## config.mk

```make
export PLATFORM = sky130hd
export DESIGN_NAME = encoder_button_event_qualifier
export DESIGN_NICKNAME = d
export VERILOG_FILES = /design/src/sv/ebq_pkg.sv /design/src/sv/ebq_ram.sv /design/src/sv/ebq_datapath.sv /design/src/sv/ebq_ctrl.sv /design/src/sv/encoder_button_event_qualifier.sv
export SDC_FILE = /design/constraint.sdc
export NUM_CORES = 1
export LEC_CHECK = 0
export BUFFER_PORTS_ARGS = -buffer_cell sky130_fd_sc_hd__buf_2
export CAP_MARGIN = 30
export CORE_MARGIN = 2
export CORE_UTILIZATION = 55
export DETAILED_ROUTE_END_ITERATION = 8
export GPL_TIMING_DRIVEN = 0
export HOLD_SLACK_MARGIN = 0.02
export PLACE_DENSITY = 0.79
export SYNTH_ARGS = -nofsm -noshare
export SYNTH_HDL_FRONTEND = slang
export SYNTH_SLANG_ARGS = --single-unit
```

## constraint.sdc

```tcl
create_clock -name clock -period 11.7 [get_ports clock]
set_input_delay 2.34 -clock clock [delete_from_list [all_inputs] [get_ports clock]]
set_output_delay 2.34 -clock clock [all_outputs]
set_load 0.02 [all_outputs]
```

## src/sv/ebq_pkg.sv

```systemverilog
// ----------------------------------------------------------------------------
// ebq_pkg
// Shared types, constants and helper functions of the encoder and button
// event qualifier.
// ----------------------------------------------------------------------------
`default_nettype none

package ebq_pkg;

   localparam int QUEUE_DEPTH = 8;
   localparam int PTR_W       = $clog2(QUEUE_DEPTH);

   localparam int POS_W   = 32;
   localparam int TIME_W  = 48;
   localparam int DEB_W   = 20;
   localparam int LONG_W  = 24;
   localparam int BURST_W = 7;
   localparam int CODE_W  = 3;
   localparam int CSR_W   = 24;
   localparam int CSR_IDX_W = 2;

   typedef logic [PTR_W-1:0]   ptr_type;
   typedef logic [BURST_W-1:0] count_type;
   typedef logic [CODE_W-1:0]  code_type;

   localparam code_type EV_NONE  = 3'd0;
   localparam code_type EV_RIGHT = 3'd1;
   localparam code_type EV_LEFT  = 3'd2;
   localparam code_type EV_CLICK = 3'd3;
   localparam code_type EV_LONG  = 3'd4;

   localparam logic [CSR_IDX_W-1:0] CSR_DEBOUNCE   = 2'd0;
   localparam logic [CSR_IDX_W-1:0] CSR_LONG_PRESS = 2'd1;
   localparam logic [CSR_IDX_W-1:0] CSR_MAX_BURST  = 2'd2;

   localparam logic [DEB_W-1:0]   DEBOUNCE_RESET   = 20'd20000;
   localparam logic [LONG_W-1:0]  LONG_PRESS_RESET = 24'd1000000;
   localparam logic [BURST_W-1:0] MAX_BURST_RESET  = 7'd16;

   typedef struct packed {
      logic capture;
      logic calc;
      logic clamp;
      logic push_rot;
      logic btn;
      logic pop_rd;
      logic load_out;
      logic have_event;
   } ebq_cmd_type;

   typedef struct packed {
      logic ring_empty;
      logic rot_pending;
      logic slot_free;
   } ebq_status_type;

   function automatic ptr_type ptr_next(input ptr_type p);
      ptr_type r;
      if (p == PTR_W'(QUEUE_DEPTH - 1)) begin
         r = '0;
      end else begin
         r = p + PTR_W'(1);
      end
      return r;
   endfunction

   // True when at least thr microseconds lie between start and now.
   function automatic logic elapsed(input logic [TIME_W-1:0] now,
                                    input logic [TIME_W-1:0] start,
                                    input logic [LONG_W-1:0] thr);
      logic [TIME_W:0] d;
      d = {1'b0, now} - {1'b0, start};
      return !d[TIME_W] && (d[TIME_W-1:0] >= {{(TIME_W-LONG_W){1'b0}}, thr});
   endfunction

endpackage

`default_nettype wire

```

## src/sv/ebq_ram.sv

```systemverilog
// ----------------------------------------------------------------------------
// ebq_ram
// Generic single write port RAM with one registered read port.
// ----------------------------------------------------------------------------
`default_nettype none

module ebq_ram #(
   parameter int WIDTH = 8,
   parameter int DEPTH = 8
) (
   input  wire logic                     clock,
   input  wire logic                     wr_en,
   input  wire logic [$clog2(DEPTH)-1:0] wr_addr,
   input  wire logic [WIDTH-1:0]         wr_data,
   input  wire logic                     rd_en,
   input  wire logic [$clog2(DEPTH)-1:0] rd_addr,
   output logic      [WIDTH-1:0]         rd_data
);

   logic [WIDTH-1:0] mem_ff [DEPTH];
   logic [WIDTH-1:0] rd_data_ff;

   always_ff @(posedge clock) begin
      if (wr_en) begin
         mem_ff[wr_addr] <= wr_data;
      end
      if (rd_en) begin
         rd_data_ff <= mem_ff[rd_addr];
      end
   end

   assign rd_data = rd_data_ff;

endmodule

`default_nettype wire

```

## src/sv/ebq_datapath.sv

```systemverilog
// ----------------------------------------------------------------------------
// ebq_datapath
// Request capture, rotation and button qualification, event ring and
// response register.
// ----------------------------------------------------------------------------
`default_nettype none

module ebq_datapath (
   input  wire logic                          clock,
   input  wire logic                          reset,
   input  wire logic signed [ebq_pkg::POS_W-1:0]  req_position,
   input  wire logic                          req_position_valid,
   input  wire logic                          req_pressed,
   input  wire logic                          req_button_valid,
   input  wire logic [ebq_pkg::TIME_W-1:0]    req_now_us,
   input  wire logic                          csr_write,
   input  wire logic [ebq_pkg::CSR_IDX_W-1:0] csr_index,
   input  wire logic [ebq_pkg::CSR_W-1:0]     csr_wdata,
   input  wire ebq_pkg::ebq_cmd_type          cmd,
   output ebq_pkg::ebq_status_type            status,
   output logic                               rsp_valid,
   input  wire logic                          rsp_ready,
   output logic [ebq_pkg::CODE_W-1:0]         rsp_event_code
);

   import ebq_pkg::*;

   logic [DEB_W-1:0]   debounce_ff;
   logic [LONG_W-1:0]  long_press_ff;
   logic [BURST_W-1:0] max_burst_ff;

   logic [POS_W-1:0]  pos_ff;
   logic              pos_valid_ff;
   logic              pressed_ff;
   logic              btn_valid_ff;
   logic [TIME_W-1:0] now_ff;

   logic [POS_W-1:0]  last_pos_ff;
   logic              last_pressed_ff;
   logic [TIME_W-1:0] last_change_ff;
   logic [TIME_W-1:0] press_start_ff;
   logic              long_fired_ff;

   logic [POS_W-1:0] diff_ff;
   logic             deb_ok_ff;
   logic             long_ok_ff;
   count_type        count_ff;
   logic             dir_left_ff;

   ptr_type  head_ff;
   ptr_type  tail_ff;
   ptr_type  head_in;
   ptr_type  tail_in;

   logic     rsp_valid_ff;
   code_type rsp_code_ff;

   logic [POS_W-1:0] mag;
   count_type        count_in;
   logic             btn_push;
   code_type         btn_code;
   logic             push_en;
   code_type         push_code;
   code_type         rd_data;

   always_ff @(posedge clock) begin
      if (reset) begin
         debounce_ff   <= DEBOUNCE_RESET;
         long_press_ff <= LONG_PRESS_RESET;
         max_burst_ff  <= MAX_BURST_RESET;
      end else if (csr_write) begin
         unique case (csr_index)
            CSR_DEBOUNCE:   debounce_ff   <= csr_wdata[DEB_W-1:0];
            CSR_LONG_PRESS: long_press_ff <= csr_wdata[LONG_W-1:0];
            CSR_MAX_BURST:  max_burst_ff  <= csr_wdata[BURST_W-1:0];
            default: ;
         endcase
      end
   end

   always_ff @(posedge clock) begin
      if (cmd.capture) begin
         pos_ff       <= req_position;
         pos_valid_ff <= req_position_valid;
         pressed_ff   <= req_pressed;
         btn_valid_ff <= req_button_valid;
         now_ff       <= req_now_us;
      end
      if (cmd.calc) begin
         diff_ff    <= pos_ff - last_pos_ff;
         deb_ok_ff  <= elapsed(now_ff, last_change_ff, {{(LONG_W-DEB_W){1'b0}}, debounce_ff});
         long_ok_ff <= elapsed(now_ff, press_start_ff, long_press_ff);
      end
      if (cmd.clamp) begin
         dir_left_ff <= diff_ff[POS_W-1];
      end
   end

   always_comb begin
      mag = diff_ff[POS_W-1] ? (POS_W'(0) - diff_ff) : diff_ff;
      if (!pos_valid_ff) begin
         count_in = '0;
      end else if (mag > {{(POS_W-BURST_W){1'b0}}, max_burst_ff}) begin
         count_in = max_burst_ff;
      end else begin
         count_in = mag[BURST_W-1:0];
      end
   end

   always_comb begin
      btn_push = 1'b0;
      btn_code = EV_CLICK;
      if (btn_valid_ff) begin
         if (pressed_ff != last_pressed_ff) begin
            btn_push = deb_ok_ff && !pressed_ff && !long_fired_ff;
         end else if (pressed_ff && !long_fired_ff && long_ok_ff) begin
            btn_push = 1'b1;
            btn_code = EV_LONG;
         end
      end
   end

   assign push_en   = cmd.push_rot || (cmd.btn && btn_push);
   assign push_code = cmd.push_rot ? (dir_left_ff ? EV_LEFT : EV_RIGHT) : btn_code;

   always_comb begin
      head_in = head_ff;
      tail_in = tail_ff;
      if (push_en) begin
         head_in = ptr_next(head_ff);
         if (ptr_next(head_ff) == tail_ff) begin
            tail_in = ptr_next(tail_ff);
         end
      end else if (cmd.pop_rd) begin
         tail_in = ptr_next(tail_ff);
      end
   end

   always_ff @(posedge clock) begin
      if (reset) begin
         last_pos_ff     <= '0;
         last_pressed_ff <= 1'b0;
         last_change_ff  <= '0;
         press_start_ff  <= '0;
         long_fired_ff   <= 1'b0;
         count_ff        <= '0;
         head_ff         <= '0;
         tail_ff         <= '0;
         rsp_valid_ff    <= 1'b0;
      end else begin
         head_ff <= head_in;
         tail_ff <= tail_in;
         if (cmd.clamp) begin
            count_ff <= count_in;
            if (pos_valid_ff) begin
               last_pos_ff <= pos_ff;
            end
         end else if (cmd.push_rot) begin
            count_ff <= count_ff - BURST_W'(1);
         end
         if (cmd.btn && btn_valid_ff) begin
            if (pressed_ff != last_pressed_ff) begin
               if (deb_ok_ff) begin
                  if (pressed_ff) begin
                     press_start_ff <= now_ff;
                     long_fired_ff  <= 1'b0;
                  end
                  last_pressed_ff <= pressed_ff;
                  last_change_ff  <= now_ff;
               end
            end else if (pressed_ff && !long_fired_ff && long_ok_ff) begin
               long_fired_ff <= 1'b1;
            end
         end
         if (cmd.load_out) begin
            rsp_valid_ff <= 1'b1;
         end else if (rsp_ready) begin
            rsp_valid_ff <= 1'b0;
         end
      end
   end

   always_ff @(posedge clock) begin
      if (cmd.load_out) begin
         rsp_code_ff <= cmd.have_event ? rd_data : EV_NONE;
      end
   end

   ebq_ram #(
      .WIDTH(CODE_W),
      .DEPTH(QUEUE_DEPTH)
   ) u_ring (
      .clock  (clock),
      .wr_en  (push_en),
      .wr_addr(head_ff),
      .wr_data(push_code),
      .rd_en  (cmd.pop_rd),
      .rd_addr(tail_ff),
      .rd_data(rd_data)
   );

   assign status.ring_empty  = (head_ff == tail_ff);
   assign status.rot_pending = (count_ff != '0);
   assign status.slot_free   = !rsp_valid_ff || rsp_ready;

   assign rsp_valid      = rsp_valid_ff;
   assign rsp_event_code = rsp_code_ff;

   a_pop_not_empty: assert property (@(posedge clock) disable iff (reset)
      cmd.pop_rd |-> (head_ff != tail_ff))
      else $error("Ring read issued while the ring is empty.");

   a_load_slot_free: assert property (@(posedge clock) disable iff (reset)
      cmd.load_out |-> (!rsp_valid_ff || rsp_ready))
      else $error("Response overwritten before it was taken.");

   a_push_one_source: assert property (@(posedge clock) disable iff (reset)
      !(cmd.push_rot && cmd.btn) && !(push_en && cmd.pop_rd))
      else $error("Ring push collides with another ring access.");

   a_long_fired_rose: assert property (@(posedge clock) disable iff (reset)
      $rose(long_fired_ff) |-> $past(push_en && (push_code == EV_LONG)))
      else $error("Long press marked without pushing its event.");

endmodule

`default_nettype wire

```

## src/sv/ebq_ctrl.sv

```systemverilog
// ----------------------------------------------------------------------------
// ebq_ctrl
// Sequencer: ring check, then a pop of a waiting event, or rotation pushes,
// button qualification and final pop; response load ends either path.
// ----------------------------------------------------------------------------
`default_nettype none

module ebq_ctrl (
   input  wire logic                    clock,
   input  wire logic                    reset,
   input  wire logic                    req_valid,
   output logic                         req_ready,
   input  wire ebq_pkg::ebq_status_type status,
   output ebq_pkg::ebq_cmd_type         cmd
);

   import ebq_pkg::*;

   typedef enum logic [2:0] {
      S_IDLE,
      S_FIRST,
      S_CALC,
      S_CLAMP,
      S_ROT,
      S_BTN,
      S_POP,
      S_OUT
   } state_type;

   state_type state_ff;
   state_type state_in;
   logic      have_event_ff;
   logic      have_event_in;

   always_comb begin
      state_in      = state_ff;
      have_event_in = have_event_ff;
      cmd           = '0;
      unique case (state_ff)
         S_IDLE: begin
            cmd.capture = req_valid;
            if (req_valid) begin
               state_in = S_FIRST;
            end
         end
         S_FIRST: begin
            if (!status.ring_empty) begin
               cmd.pop_rd    = 1'b1;
               have_event_in = 1'b1;
               state_in      = S_OUT;
            end else begin
               state_in = S_CALC;
            end
         end
         S_CALC: begin
            cmd.calc = 1'b1;
            state_in = S_CLAMP;
         end
         S_CLAMP: begin
            cmd.clamp = 1'b1;
            state_in  = S_ROT;
         end
         S_ROT: begin
            if (status.rot_pending) begin
               cmd.push_rot = 1'b1;
            end else begin
               state_in = S_BTN;
            end
         end
         S_BTN: begin
            cmd.btn  = 1'b1;
            state_in = S_POP;
         end
         S_POP: begin
            cmd.pop_rd    = !status.ring_empty;
            have_event_in = !status.ring_empty;
            state_in      = S_OUT;
         end
         S_OUT: begin
            cmd.have_event = have_event_ff;
            if (status.slot_free) begin
               cmd.load_out = 1'b1;
               state_in     = S_IDLE;
            end
         end
         default: begin
            state_in = S_IDLE;
         end
      endcase
   end

   always_ff @(posedge clock) begin
      if (reset) begin
         state_ff      <= S_IDLE;
         have_event_ff <= 1'b0;
      end else begin
         state_ff      <= state_in;
         have_event_ff <= have_event_in;
      end
   end

   assign req_ready = (state_ff == S_IDLE);

endmodule

`default_nettype wire

```

## src/sv/encoder_button_event_qualifier.sv

```systemverilog
// ----------------------------------------------------------------------------
// encoder_button_event_qualifier
// Turns encoder and button poll samples into a queue of user input events.
// ----------------------------------------------------------------------------
// Each request is one poll sample and returns exactly one response. When the
// event ring already holds events, the block pops the oldest one at once and
// loads it into the response register, and it returns to idle as it loads
// the response. Otherwise the block pushes the clamped rotation steps,
// qualifies the button, and pops one event if the ring holds one (else the
// response is EV_NONE). The ring RAM takes one push per cycle while rotation
// steps go in, and the block returns to idle as it loads the response. A
// response that is not taken holds the block in its last step until
// the previous response leaves. A new request is accepted while the previous
// response still waits to be taken.
`default_nettype none

module encoder_button_event_qualifier (
   input  wire logic                              clock,
   input  wire logic                              reset,
   input  wire logic                              req_valid,
   output logic                                   req_ready,
   input  wire logic signed [ebq_pkg::POS_W-1:0]  req_position,
   input  wire logic                              req_position_valid,
   input  wire logic                              req_pressed,
   input  wire logic                              req_button_valid,
   input  wire logic [ebq_pkg::TIME_W-1:0]        req_now_us,
   output logic                                   rsp_valid,
   input  wire logic                              rsp_ready,
   output logic [ebq_pkg::CODE_W-1:0]             rsp_event_code,
   input  wire logic                              csr_write,
   input  wire logic [ebq_pkg::CSR_IDX_W-1:0]     csr_index,
   input  wire logic [ebq_pkg::CSR_W-1:0]         csr_wdata
);

   import ebq_pkg::*;

   ebq_cmd_type    cmd;
   ebq_status_type status;

   ebq_ctrl u_ctrl (
      .clock    (clock),
      .reset    (reset),
      .req_valid(req_valid),
      .req_ready(req_ready),
      .status   (status),
      .cmd      (cmd)
   );

   ebq_datapath u_datapath (
      .clock             (clock),
      .reset             (reset),
      .req_position      (req_position),
      .req_position_valid(req_position_valid),
      .req_pressed       (req_pressed),
      .req_button_valid  (req_button_valid),
      .req_now_us        (req_now_us),
      .csr_write         (csr_write),
      .csr_index         (csr_index),
      .csr_wdata         (csr_wdata),
      .cmd               (cmd),
      .status            (status),
      .rsp_valid         (rsp_valid),
      .rsp_ready         (rsp_ready),
      .rsp_event_code    (rsp_event_code)
   );

endmodule

`default_nettype wire
```

=== Word level (Yosys, flattened, before mapping) ===
Memories as Yosys holds them, arrays and structs flattened. A register that Yosys moved wholly into a read port is not among the register bits.
Index checks and enable logic that the tools add are counted.

* Add/sub/neg operators: 7
* Multiply operators: 0
* Divide/modulo/power cells: 0
* Order comparisons: 3
* Equal/unequal tests: 21
* Shift-type cells: 0
* Mux-type cells: 44
* Bitwise operators: 0
* Reduce and logical (&&, ||, !) cells: 34

{| class="wikitable"
|+ Operator list
! operator !! count
|-
| 48-bit by 48-bit subtractor with 49-bit output || 2
|-
| 48-bit by 20-bit greater-or-equal comparator with 1-bit output || 1
|-
| 48-bit by 24-bit greater-or-equal comparator with 1-bit output || 1
|-
| 3-bit 2-to-1 mux || 14
|-
| 32-bit by 7-bit greater-than comparator with 1-bit output || 1
|-
| 32-bit 2-to-1 mux || 1
|-
| 1-bit by 32-bit subtractor with 32-bit output (first input constant) || 1
|-
| 32-bit subtractor || 1
|-
| 7-bit 2-to-1 mux || 4
|-
| 3-bit case mux with 8 select lines || 1
|-
| 1-bit 2-to-1 mux || 20
|-
| 3-bit equality test (second input constant) || 6
|-
| 2-bit AND reduction || 6
|-
| 2-bit != test (second input constant) || 5
|-
| 2-bit nonzero test || 5
|-
| 1-bit logical AND || 8
|-
| 4-bit AND reduction || 2
|-
| 7-bit nonzero test || 1
|-
| 7-bit by 1-bit subtractor with 7-bit output (second input constant) || 1
|-
| 3-bit by 1-bit adder with 3-bit output (second input constant) || 2
|-
| 3-bit by 2-bit equality test with 1-bit output (second input constant) || 2
|-
| 3-bit equality test || 2
|-
| 1-bit logical NOT || 6
|-
| 3-bit AND reduction || 2
|-
| 10 further kinds || 14
|}

* Bits in registers: 320
* Latch bits: 0
* RAM bits: 24
* Bits in read-only memories: 0
* Word-level logic and storage cells: 134
* Memories kept: 1

{| class="wikitable"
|+ Memory list
! memory !! depth !! width !! read ports !! clocked after Yosys merged registers in !! wr ports !! RTL line !! source
|-
| u_datapath.u_ring.mem_ff || 8 || 3 || 1 || 1 || 1 || ebq_ram.sv:20 || <nowiki>logic [WIDTH-1:0] mem_ff [DEPTH];</nowiki>
|}

=== Depth between registers and ports, before layout ===
Gate-level depths: netlist of the first run.

* Depth in word-level cells: 12
* Depth in mapped cells: 26
* Gate-level depth less buffers: 26

=== Hierarchy ===
From an unflattened synthesis of the first run, not the netlist that was laid out.

* Cells, all modules: 2552
* Area, all modules: 21717.1 um2

{| class="wikitable"
|+ By module, submodules not included
! module !! instances !! cells an instance !! area an instance (um2) !! seq. area each (um2)
|-
| ebq_datapath || 1 || 2458 || 20328.2 || 7537.2
|-
| ebq_ram || 1 || 50 || 1072.3 || 810.8
|-
| ebq_ctrl || 1 || 44 || 316.6 || 80.1
|}

=== Least setup slack after synthesis of the first run ===
No wires, ideal clock.

* Path type: reg-to-reg
* Start: register u_datapath.now_ff[0]
* End: register u_datapath.deb_ok_ff, data pin
* Library setup time: 0.284 ns
* Data arrival time: 4.935 ns
* Setup slack: 6.481 ns
* Cell stages (with the launch flop): 23
* Period minus slack after synthesis: 5.219 ns
* Cell sequence: edfxtp_1 > inv_1 > ha_1 > inv_1 > fa_1 > a211oi_1 > o21ai_1 > o311a_1 > nor3_1 > o21ai_0 > xor2_1 > ha_1 > nor2b_1 > o21ai_0 > o2111ai_1 > or4_1 > a311o_1 > nor4_1 > o311ai_1 > nor4_1 > nand4_1 > a2111oi_0 > a41oi_1

* Word-level cells in the longest chain between the ends: 3
* Elaborated cells between the ends (all ways): 4
* Those cells by class: 1 x add/sub; 1 x order compare; 2 x reduce/logical

{| class="wikitable"
|+ Ends and longest elaborated chain
! item !! RTL line !! source
|-
| start: declaration || ebq_datapath.sv:36 || <nowiki>logic [TIME_W-1:0] now_ff;</nowiki>
|-
| start signal: assignment || ebq_datapath.sv:87 || <nowiki>now_ff <= req_now_us;</nowiki>
|-
| 48-bit by 48-bit subtractor with 49-bit output (*) || ebq_pkg.sv:72 || <nowiki>d = {1'b0, now} - {1'b0, start};</nowiki>
|-
| 48-bit by 20-bit greater-or-equal comparator with 1-bit output or 1-bit logical NOT (tied branches) || ebq_pkg.sv:73 || <nowiki>return !d[TIME_W] && (d[TIME_W-1:0] >= {{(TIME_W-LONG_W){1'b0}}, thr});</nowiki>
|-
| 1-bit logical AND (*) || ebq_pkg.sv:73 ||
|-
| end signal: assignment || ebq_datapath.sv:91 || <nowiki>deb_ok_ff <= elapsed(now_ff, last_change_ff, {{(LONG_W-DEB_W){1'b0}}, debounce_ff});</nowiki>
|-
| end: declaration || ebq_datapath.sv:45 || <nowiki>logic deb_ok_ff;</nowiki>
|}

Every way passes the cells marked *; elsewhere a longest branch is shown, timed or not.
A chain may end at the register's enable or synchronous reset.

=== Worst setup path in the final report of the first run ===
* Start: register u_datapath.now_ff[2]
* End: register u_datapath.deb_ok_ff, data pin

Same word-level chain as after synthesis.

==> results.txt, run 1 <==
- The run finished with clean final reports.
- After floorplanning, the core was sized to cover 0.0386 mm^2.
- In this run the cell area measured after placement is roughly 0.023 mm^2.
- CP Capture Type: register
- After synthesis, the netlist uses 95 different library cells.
- Sequential element share of the synthesized area: 39.2%
* Comb pwr share: 18.3%
- Summing all non-filler instances in the final layout gives an area of 0.0243 mm^2.
* Initial standard-cell utilization of the core: 55.6%
- Dividing the detail-routed via count by the number of cells gives about 5.9.
- Post-CTS Setup Bufs: 0
- GR Overflow Total: 0
* Number of buffers on the longest clock path: 3
- Average wire per cell in the routed design: 17.7 um
* Ratio of final minimum period to clock period: 64.0%
* CP Class: reg2reg
- Shortest clock period the worst path allows after layout: around 7.5 ns
- Die extent in x: roughly 200 um
- Among all flip-flop cells after synthesis, the most frequent one is dfxtp_1.
- Max-slew violation count: 0
- The total count of hold-check failures in the final report was 0.
* Post-route ant nets: 0
- Count of warnings emitted by yosys: 0
- Share of power burned in the clock network: between 40% and 50%
* Critical R2R Launch: u_datapath.now_ff[2]
* PD cells: 138 mW/mm^2
- Summed over all cells, the static leakage comes to 8.87 nW.
- Ordered list of cells on the worst path: ha_1 > o211ai_1 > a21o_1 > a21oi_1 > a311oi_1 > o21ai_0 > a21oi_1 > xnor2_1 > ha_1 > a21oi_1 > nor2b_1 > o21ai_0 > o2111ai_1 > or4_1 > a311o_1 > nor4_1 > o311ai_1 > nor4_1 > nand4_1 > a2111oi_0 > a41oi_1
- The worst register-to-register path ends at u_datapath.deb_ok_ff.
* Hold Slack: around 0.45 ns
- Synthesis-to-finish area growth: 12.8%
- IR analysis of the VDD net gives a maximum drop of 0.136 mV.
* Fmax achieved: 0.134 GHz
* Transition time at the pin with the least slew margin: between 1 and 1.5 ns
* Sw frac: 28.4%
* Post-synthesis cell count: between 2000 and 3000
* Avg Synthesized Cell Area: 8.58 um^2
* Commonest cells after routing, fill and taps aside: 416 x nand2_1, 312 x a21oi_1, 230 x inv_1, 199 x dfxtp_1, 186 x ha_1
- Clock insertion delay at the later pin of the skew report: 0.57 ns
- Min-Delay Path Class: reg2reg
* Overall fraction of global-route tracks in use: 27.8%
- Most frequent standard cell in the layout excluding fill and tap cells: nand2_1
* Placement row count: 72
- Required time of the critical path: 11.92 ns
* Sequential group share of total power: 40.8%
* Max-cap violations: 0
- For this design, the slowest cell found on the critical path is or4_1.
* Register clock-pin slew on the reported worst setup and hold paths: 0.06 ns
- After synthesis the cells add up to 0.0215 mm^2.
- During I/O placement, the number of pins put on the boundary was 119.
- Dominant delay contributor by cell family on the critical path: compound AO/OA/AOI/OAI gates
- Data arrival at the endpoint of the critical path: between 7 and 8 ns
* Pin count of the biggest net entering global routing: 47
- Total of flip-flops plus latches after synthesis: 347
- RSZ-0062 raised after global routing: no
- On the worst path, the slowest cell contributes a delay of 0.60 ns.
- For the final routed database, the setup TNS stands at 0 ns.
- Counting flops with an async set or reset pin after synthesis yields a share of 0%.
- Gpl congestion: 0.948
- Clock tree synthesis inserted a total of 41 buffers.
- Detailed placement HPWL: 44000 um
- Buffers added on ports: around 120
* Clk sinks: around 350
- Worst reg-to-reg setup slack: 4.22 ns
* Power Internal: about 0.0024 W
- First-pass GRT wire length: between 90000 and 100000 um
- Mapped Nets: 2809
- The number of antenna violations at the first check in global routing is 1.
- Resize count post-CTS: 0
* Maximum clock skew at final layout: 0.0209 ns
* End point of the most critical hold path: u_datapath.last_pos_ff[6]
* Worst hold start: u_datapath.last_pos_ff[6]
- The die covers ~0.041 mm^2.
- Number of cells on the worst reg-to-reg path: 21
* Max-Slew Margin vs Limit: between 20% and 30%
- Maximum fanout count along the critical path: 5
* Buf/Inv on CP: 0
- Switching power of the nets: 0.000954 W
- Root Buffer Master: clkbuf_16
- The number of global-route vias before repair was 17800.
- Number of nets in the finished design: 2972
* Number of enable-type register cells in the synthesized netlist: 148
* Initial detailed-routing violation count: between 1000 and 1500
- The first TritonRoute pass finished after 5 iterations.
* Vertical die dimension: 202 um
- Via count: approximately 19000
- Worst path most repeated cell: a21oi_1
* Element type at the critical path start: register
- Fraction of final layout cells with drive strength greater than 1: 9.14%
- DR DRC count: 0
* Final Routed Wirelength: 57100 um
- After clock tree synthesis, the flow added hold-fix buffers numbering 0.
* CTS H-Tree Depth: 2
- Cell count of the worst hold path: 2
* TritonCTS clock tree: yes
* Setup violators final: 0
registers in the layout, indices dropped and copies added, names as in the netlist, 7 cells and up:
| signal | flops |
|---|---|
| u_datapath.count_ff | 7 |
| u_datapath.debounce_ff | 20 |
| u_datapath.diff_ff | 32 |
| u_datapath.last_change_ff | 48 |
| u_datapath.last_pos_ff | 32 |
| u_datapath.long_press_ff | 24 |
| u_datapath.max_burst_ff | 7 |
| u_datapath.now_ff | 48 |
| u_datapath.pos_ff | 32 |
| u_datapath.press_start_ff | 48 |
| u_datapath.u_ring.mem_ff | 24 |
synth_stat cells, types with 8 or more instances:
| cell type | instances | area (um^2) |
|---|---|---|
| mux2i_1 | 20 | 200 |
| a21oi_1 | 312 | 1560 |
| a211o_1 | 16 | 140 |
| or2_2 | 8 | 50.1 |
| a31oi_1 | 18 | 113 |
| nand2b_1 | 39 | 244 |
| nand2_1 | 416 | 1560 |
| nand4_1 | 33 | 206 |
| edfxtp_1 | 148 | 4440 |
| xor2_1 | 30 | 263 |
| o21bai_1 | 21 | 158 |
| inv_1 | 230 | 863 |
| nand3_1 | 22 | 110 |
| o31ai_1 | 8 | 60.1 |
| xnor2_1 | 75 | 657 |
| nor3_1 | 40 | 200 |
| o21a_1 | 27 | 203 |
| o2111ai_1 | 8 | 70.1 |
| nor2_1 | 130 | 488 |
| a21o_1 | 51 | 383 |
| clkbuf_1 | 83 | 312 |
| o211ai_1 | 22 | 165 |
| nor4_1 | 15 | 93.8 |
| o22ai_1 | 14 | 87.6 |
| or3_1 | 9 | 56.3 |
| and3_1 | 17 | 106 |
| o21ai_0 | 94 | 470 |
| dfxtp_1 | 199 | 3980 |
| a211oi_1 | 14 | 105 |
| nor2b_1 | 20 | 125 |
| nor3b_1 | 11 | 82.6 |
| ha_1 | 186 | 2330 |
routing by layer:
metal | GRT usage (%) | vias to the layer above | part of all wire [%]
li1 | - | 9210 | -
met2 | 44.7 | 600 | 45
met4 | 9.93 | 0 | 3.2
met5 | 0 | - | 0
met1 | 38.5 | 8999 | 46
met3 | 3.53 | 101 | 6.0
how the worst max path moves through the flow:
stage / start / to / slack [ns] / cells after the start
5_1_grt: u_datapath.now_ff[0] / u_datapath.deb_ok_ff / 3.99 / 22
6_report: u_datapath.now_ff[2] / u_datapath.deb_ok_ff / 4.22 / 21
3_5_place_dp: u_datapath.now_ff[2] / u_datapath.deb_ok_ff / 4.47 / 21
4_1_cts: u_datapath.now_ff[2] / u_datapath.deb_ok_ff / 4.42 / 21
3_3_place_gp: u_datapath.now_ff[0] / u_datapath.deb_ok_ff / 4.49 / 22
2_1_floorplan: u_datapath.now_ff[0] / u_datapath.deb_ok_ff / 6.48 / 22
worst register-to-register path, stage by stage (launching register included):
cell and delay (ns):
edfxtp_1 0.48, ha_1 0.42, o211ai_1 0.15, a21o_1 0.18
a21oi_1 0.42, a311oi_1 0.24, o21ai_0 0.49, a21oi_1 0.28
xnor2_1 0.18, ha_1 0.30, a21oi_1 0.15, nor2b_1 0.07
o21ai_0 0.53, o2111ai_1 0.33, or4_1 0.60, a311o_1 0.40
nor4_1 0.31, o311ai_1 0.23, nor4_1 0.33, nand4_1 0.19
a2111oi_0 0.48, a41oi_1 0.36
kinds of logic after synthesis:
logic type / Yosys count / synth area share, %
AND/OR/NAND/NOR: 806 / 17.4
AO/OA/AOI/OAI: 698 / 20.2
flip-flops: 347 / 39.2
buffers and inverters: 329 / 5.90
adder cells (fa/ha/maj): 189 / 11.1
XOR/XNOR: 105 / 4.28
multiplexers: 32 / 1.91
cell type report:
| type | count | area [um^2] |
|---|---|---|
| buffer | 99 | 404 |
| timing repair buffer | 120 | 643 |
| sequential | 347 | 8430 |
| clock inverter | 26 | 313 |
| multi-input combinational | 1830 | 11800 |
| clock buffer | 50 | 1140 |
| fill | 3281 | 14400 |
| antenna | 1 | 2.50 |
| tap | 518 | 648 |
| inverter | 230 | 863 |
through the flow:
| stage | utilization (%) | cells | power [W] | setup WS (ns) |
|---|---|---|---|---|
| 2_1_floorplan | - | 2506 | 0.00181 | 6.48 |
| 3_3_place_gp | 58.8 | 3141 | 0.00198 | 4.49 |
| 3_5_place_dp | 58.9 | 3143 | 0.00199 | 4.47 |
| 4_1_cts | 62.7 | 3219 | 0.00336 | 4.42 |
| 5_1_grt | 62.8 | 3221 | 0.00350 | 3.99 |
| 6_report | 62.8 | 3221 | 0.00336 | 4.22 |
power groups by stage:
stage          Combinational [W]  Clock [W]  Sequential (W)
3_5_place_dp            0.000599          0         0.00139
5_1_grt                 0.000683    0.00144         0.00137
4_1_cts                 0.000604    0.00139         0.00137
3_3_place_gp            0.000582          0         0.00140
6_report                0.000615    0.00137         0.00137
2_1_floorplan           0.000438          0         0.00138
Note: power is estimated with default switching activity, not from simulation.
==> run 2: changes to the inputs <==
==> constraint.sdc (replaced) <==
create_clock -name clock -period 7.5 [get_ports clock]
set_input_delay 1.5 -clock clock [delete_from_list [all_inputs] [get_ports clock]]
set_output_delay 1.5 -clock clock [all_outputs]
set_load 0.02 [all_outputs]
==> results.txt, run 2 (synthesized netlist as in run 1, its figures left out) <==
* Via count: 18800
- The max-slew violation count came to 0.
- The most critical setup path has its endpoint at u_datapath.deb_ok_ff.
- The H-tree was split into 2 levels.
* Final std cell area, no fill: 0.0243 mm^2
- Commonest cells after routing, fill and taps aside: 416 x nand2_1, 312 x a21oi_1, 230 x inv_1, 199 x dfxtp_1, 186 x ha_1
- Shortest clock period the worst path allows after layout: 7.28 ns
- Worst path most repeated cell: a21oi_1
- GR Overflow Total: 0
- CTS saw 347 sinks.
- DR DRC count: 0
- Ordered list of cells on the worst path: ha_1 > o211ai_1 > a21o_1 > a21oi_1 > a311oi_1 > o21ai_0 > a21oi_1 > xnor2_1 > ha_1 > a21oi_1 > nor2b_1 > o21ai_1 > o2111ai_1 > or4_1 > a311o_1 > nor4_1 > o311ai_1 > nor4_1 > nand4_1 > a2111oi_0 > a41oi_1
- Overall fraction of global-route tracks in use: 27.8%
- The total area inside the core boundary comes to around 0.039 mm^2.
- After detailed routing, the number of vias per cell comes to 5.85.
- Once placement completed, the tool counted placed cells totaling 3143.
- Buf/Inv on CP: 0
- DP Area: 0.0228 mm^2
- Resize count post-CTS: 0
- Average wire per cell in the routed design: 17.7 um
- The path class of the tightest hold or removal check is reg2reg.
* Data arrival at the endpoint of the critical path: 7.50 ns
- First-pass GRT wire length: 91400 um
* Initial antenna violation count: 1
- CP Capture Type: register
* TritonCTS clock tree: yes
- Most frequent standard cell in the layout excluding fill and tap cells: nand2_1
- Between clock sinks in the finished design, the worst skew comes to 0.0214 ns.
- For this block, the initial DRC count from the detailed router was 1317.
* Peak per-stage delay on the critical path: 0.60 ns
- The worst register-to-register path has a setup slack of 0.22 ns.
- The total count of hold-check failures in the final report came to 0.
- Routed signal wires occupy layers up through met4.
- The endpoint identified for the worst register-to-register timing path is u_datapath.deb_ok_ff.
- Buffers added on ports: 117
- Dominant delay contributor by cell family on the critical path: compound AO/OA/AOI/OAI gates
- Number of standard cells in the layout, taps in and fillers out: 3221
- Critical R2R Launch: u_datapath.now_ff[2]
* Detailed placement HPWL: 44000 um
* Number of nets in the finished design: slightly below 3000
- Summed over all layers, the routed wires come to 57100 um.
- I/O Pins: between 100 and 150
- After floorplanning, the core was divided into 72 placement rows.
* Library cell contributing the largest single delay on the critical path: or4_1
- The final critical path takes up between 90 and 100% of the cycle.
- Pin count of the biggest net entering global routing: 47
- Die extent in x: 202 um
- Total of hold buffers inserted after clock tree synthesis: 0
- The largest registers in the layout are u_datapath.last_change_ff (48), u_datapath.now_ff (48), u_datapath.press_start_ff (48).
* Detailed Routing Iterations Pass 1: 5
- Summed over all failing endpoints, the final setup total negative slack is 0 ns.
- Gpl congestion: 0.948
- In the final layout, the share of cells above drive strength 1 is 9.18%.
- The die covers slightly above 0.04 mm^2.
- Worst vdd ir: about 0.21 mV
- Element type at the critical path start: register
- At the later pin of the worst-skew pair, clock insertion delay measures 0.57 ns.
* Root Buffer Master: clkbuf_16
- After clock tree synthesis, the clock-pin slew on the worst setup and hold paths is around 0.060 ns.
* Max-Slew Margin vs Limit: 25.6%
- Run status: finished, final reports clean
- Post-route ant nets: 0
- For the worst flop-to-flop path, the logic depth is 21.
- Post-CTS Setup Bufs: 0
* Final core utilization: 62.8%
* Required time of the critical path: a little under 8 ns
* Source of the critical timing path: u_datapath.now_ff[2]
- Reported leakage power: slightly below 9 nW
- The area growth from synthesis to layout is 12.9%.
* Number of global-route vias before repair: 17800
- Setup repair after global routing left no endpoint under its margin.
* Crit path depth: 21
* Vertical die dimension: 202 um
* Fmax achieved: ~0.14 GHz
* Setup violators final: 0
- Final setup margin: around 0.22 ns
- In this run the worst path has a maximum fanout of 5.
* Pre-CTS setup slack: 0.270 ns
* Met2 wire length: 25900 um
- Max-cap violations: 0
- In this run the power density over the cells is 216 mW/mm^2.
- CP Class: reg2reg
- Wire length on met1: between 20000 and 30000 um
* Transition time at the pin with the least slew margin: 1.10 ns
- Number of buffers on the longest clock path: 3
- Once the floorplan was initialized, standard cells occupied 55.6% of the core.
- Cts bufs inserted: 41
- Met3 wire length: 3330 um
-- run 2: changes by cell type in the layout (fill, tap and decap cells not counted) --
cell     change
nor3_1       -1
o21ai_0      -1
o21ai_1      +1
nor3_2       +1
-- run 2: layout make-up --
type | instances | area [um^2]
fillers | 3281 | 14400
multi-input cells | 1830 | 11800
flip-flops and latches | 347 | 8430
clock buffers | 50 | 1140
inverters | 230 | 863
well taps | 518 | 648
repair buffers | 120 | 643
plain buffers | 99 | 404
clock inverters | 26 | 313
diodes | 1 | 2.50
-- run 2: power breakdown --
group	leakage (nW)	switching [W]	internal (W)
Combinational	5.18	0.000575	0.000384
Sequential	2.99	0.0000735	0.00206
Clock	0.703	0.000841	0.00130
Total	8.88	0.00149	0.00375
-- run 2: metrics by stage --
stage,hold slack [ns],power (W)
2_1_floorplan,0.436,0.00283
3_3_place_gp,0.441,0.00309
3_5_place_dp,0.446,0.00311
4_1_cts,0.454,0.00525
5_1_grt,0.467,0.00546
6_report,0.453,0.00524
-- run 2: worst min path at each step --
stage                                        startpoint                            end  slack [ns]  cells past startpoint
after floorplan              u_datapath.debounce_ff[12]     u_datapath.debounce_ff[12]        0.44                      2
after global placement     u_datapath.last_change_ff[9]   u_datapath.last_change_ff[9]        0.44                      2
after detailed placement      u_datapath.debounce_ff[7]      u_datapath.debounce_ff[7]        0.45                      2
after CTS                 u_datapath.last_change_ff[30]  u_datapath.last_change_ff[30]        0.45                      2
after global routing      u_datapath.last_change_ff[10]  u_datapath.last_change_ff[10]        0.47                      2
final                         u_datapath.last_pos_ff[6]      u_datapath.last_pos_ff[6]        0.45                      2
-- run 2: per-layer routing --
layer  track usage (%)  vias up
li1                  -     9206
met1              38.5     8948
met2              44.7      591
met3              3.53      100
met4              9.93        0
met5                 0        -
-- run 2: tightest hold or removal path, stage by stage, from the launching register on --
cell and delay, ns:
dfxtp_1 0.30, nand2_1 0.05, a21oi_1 0.05
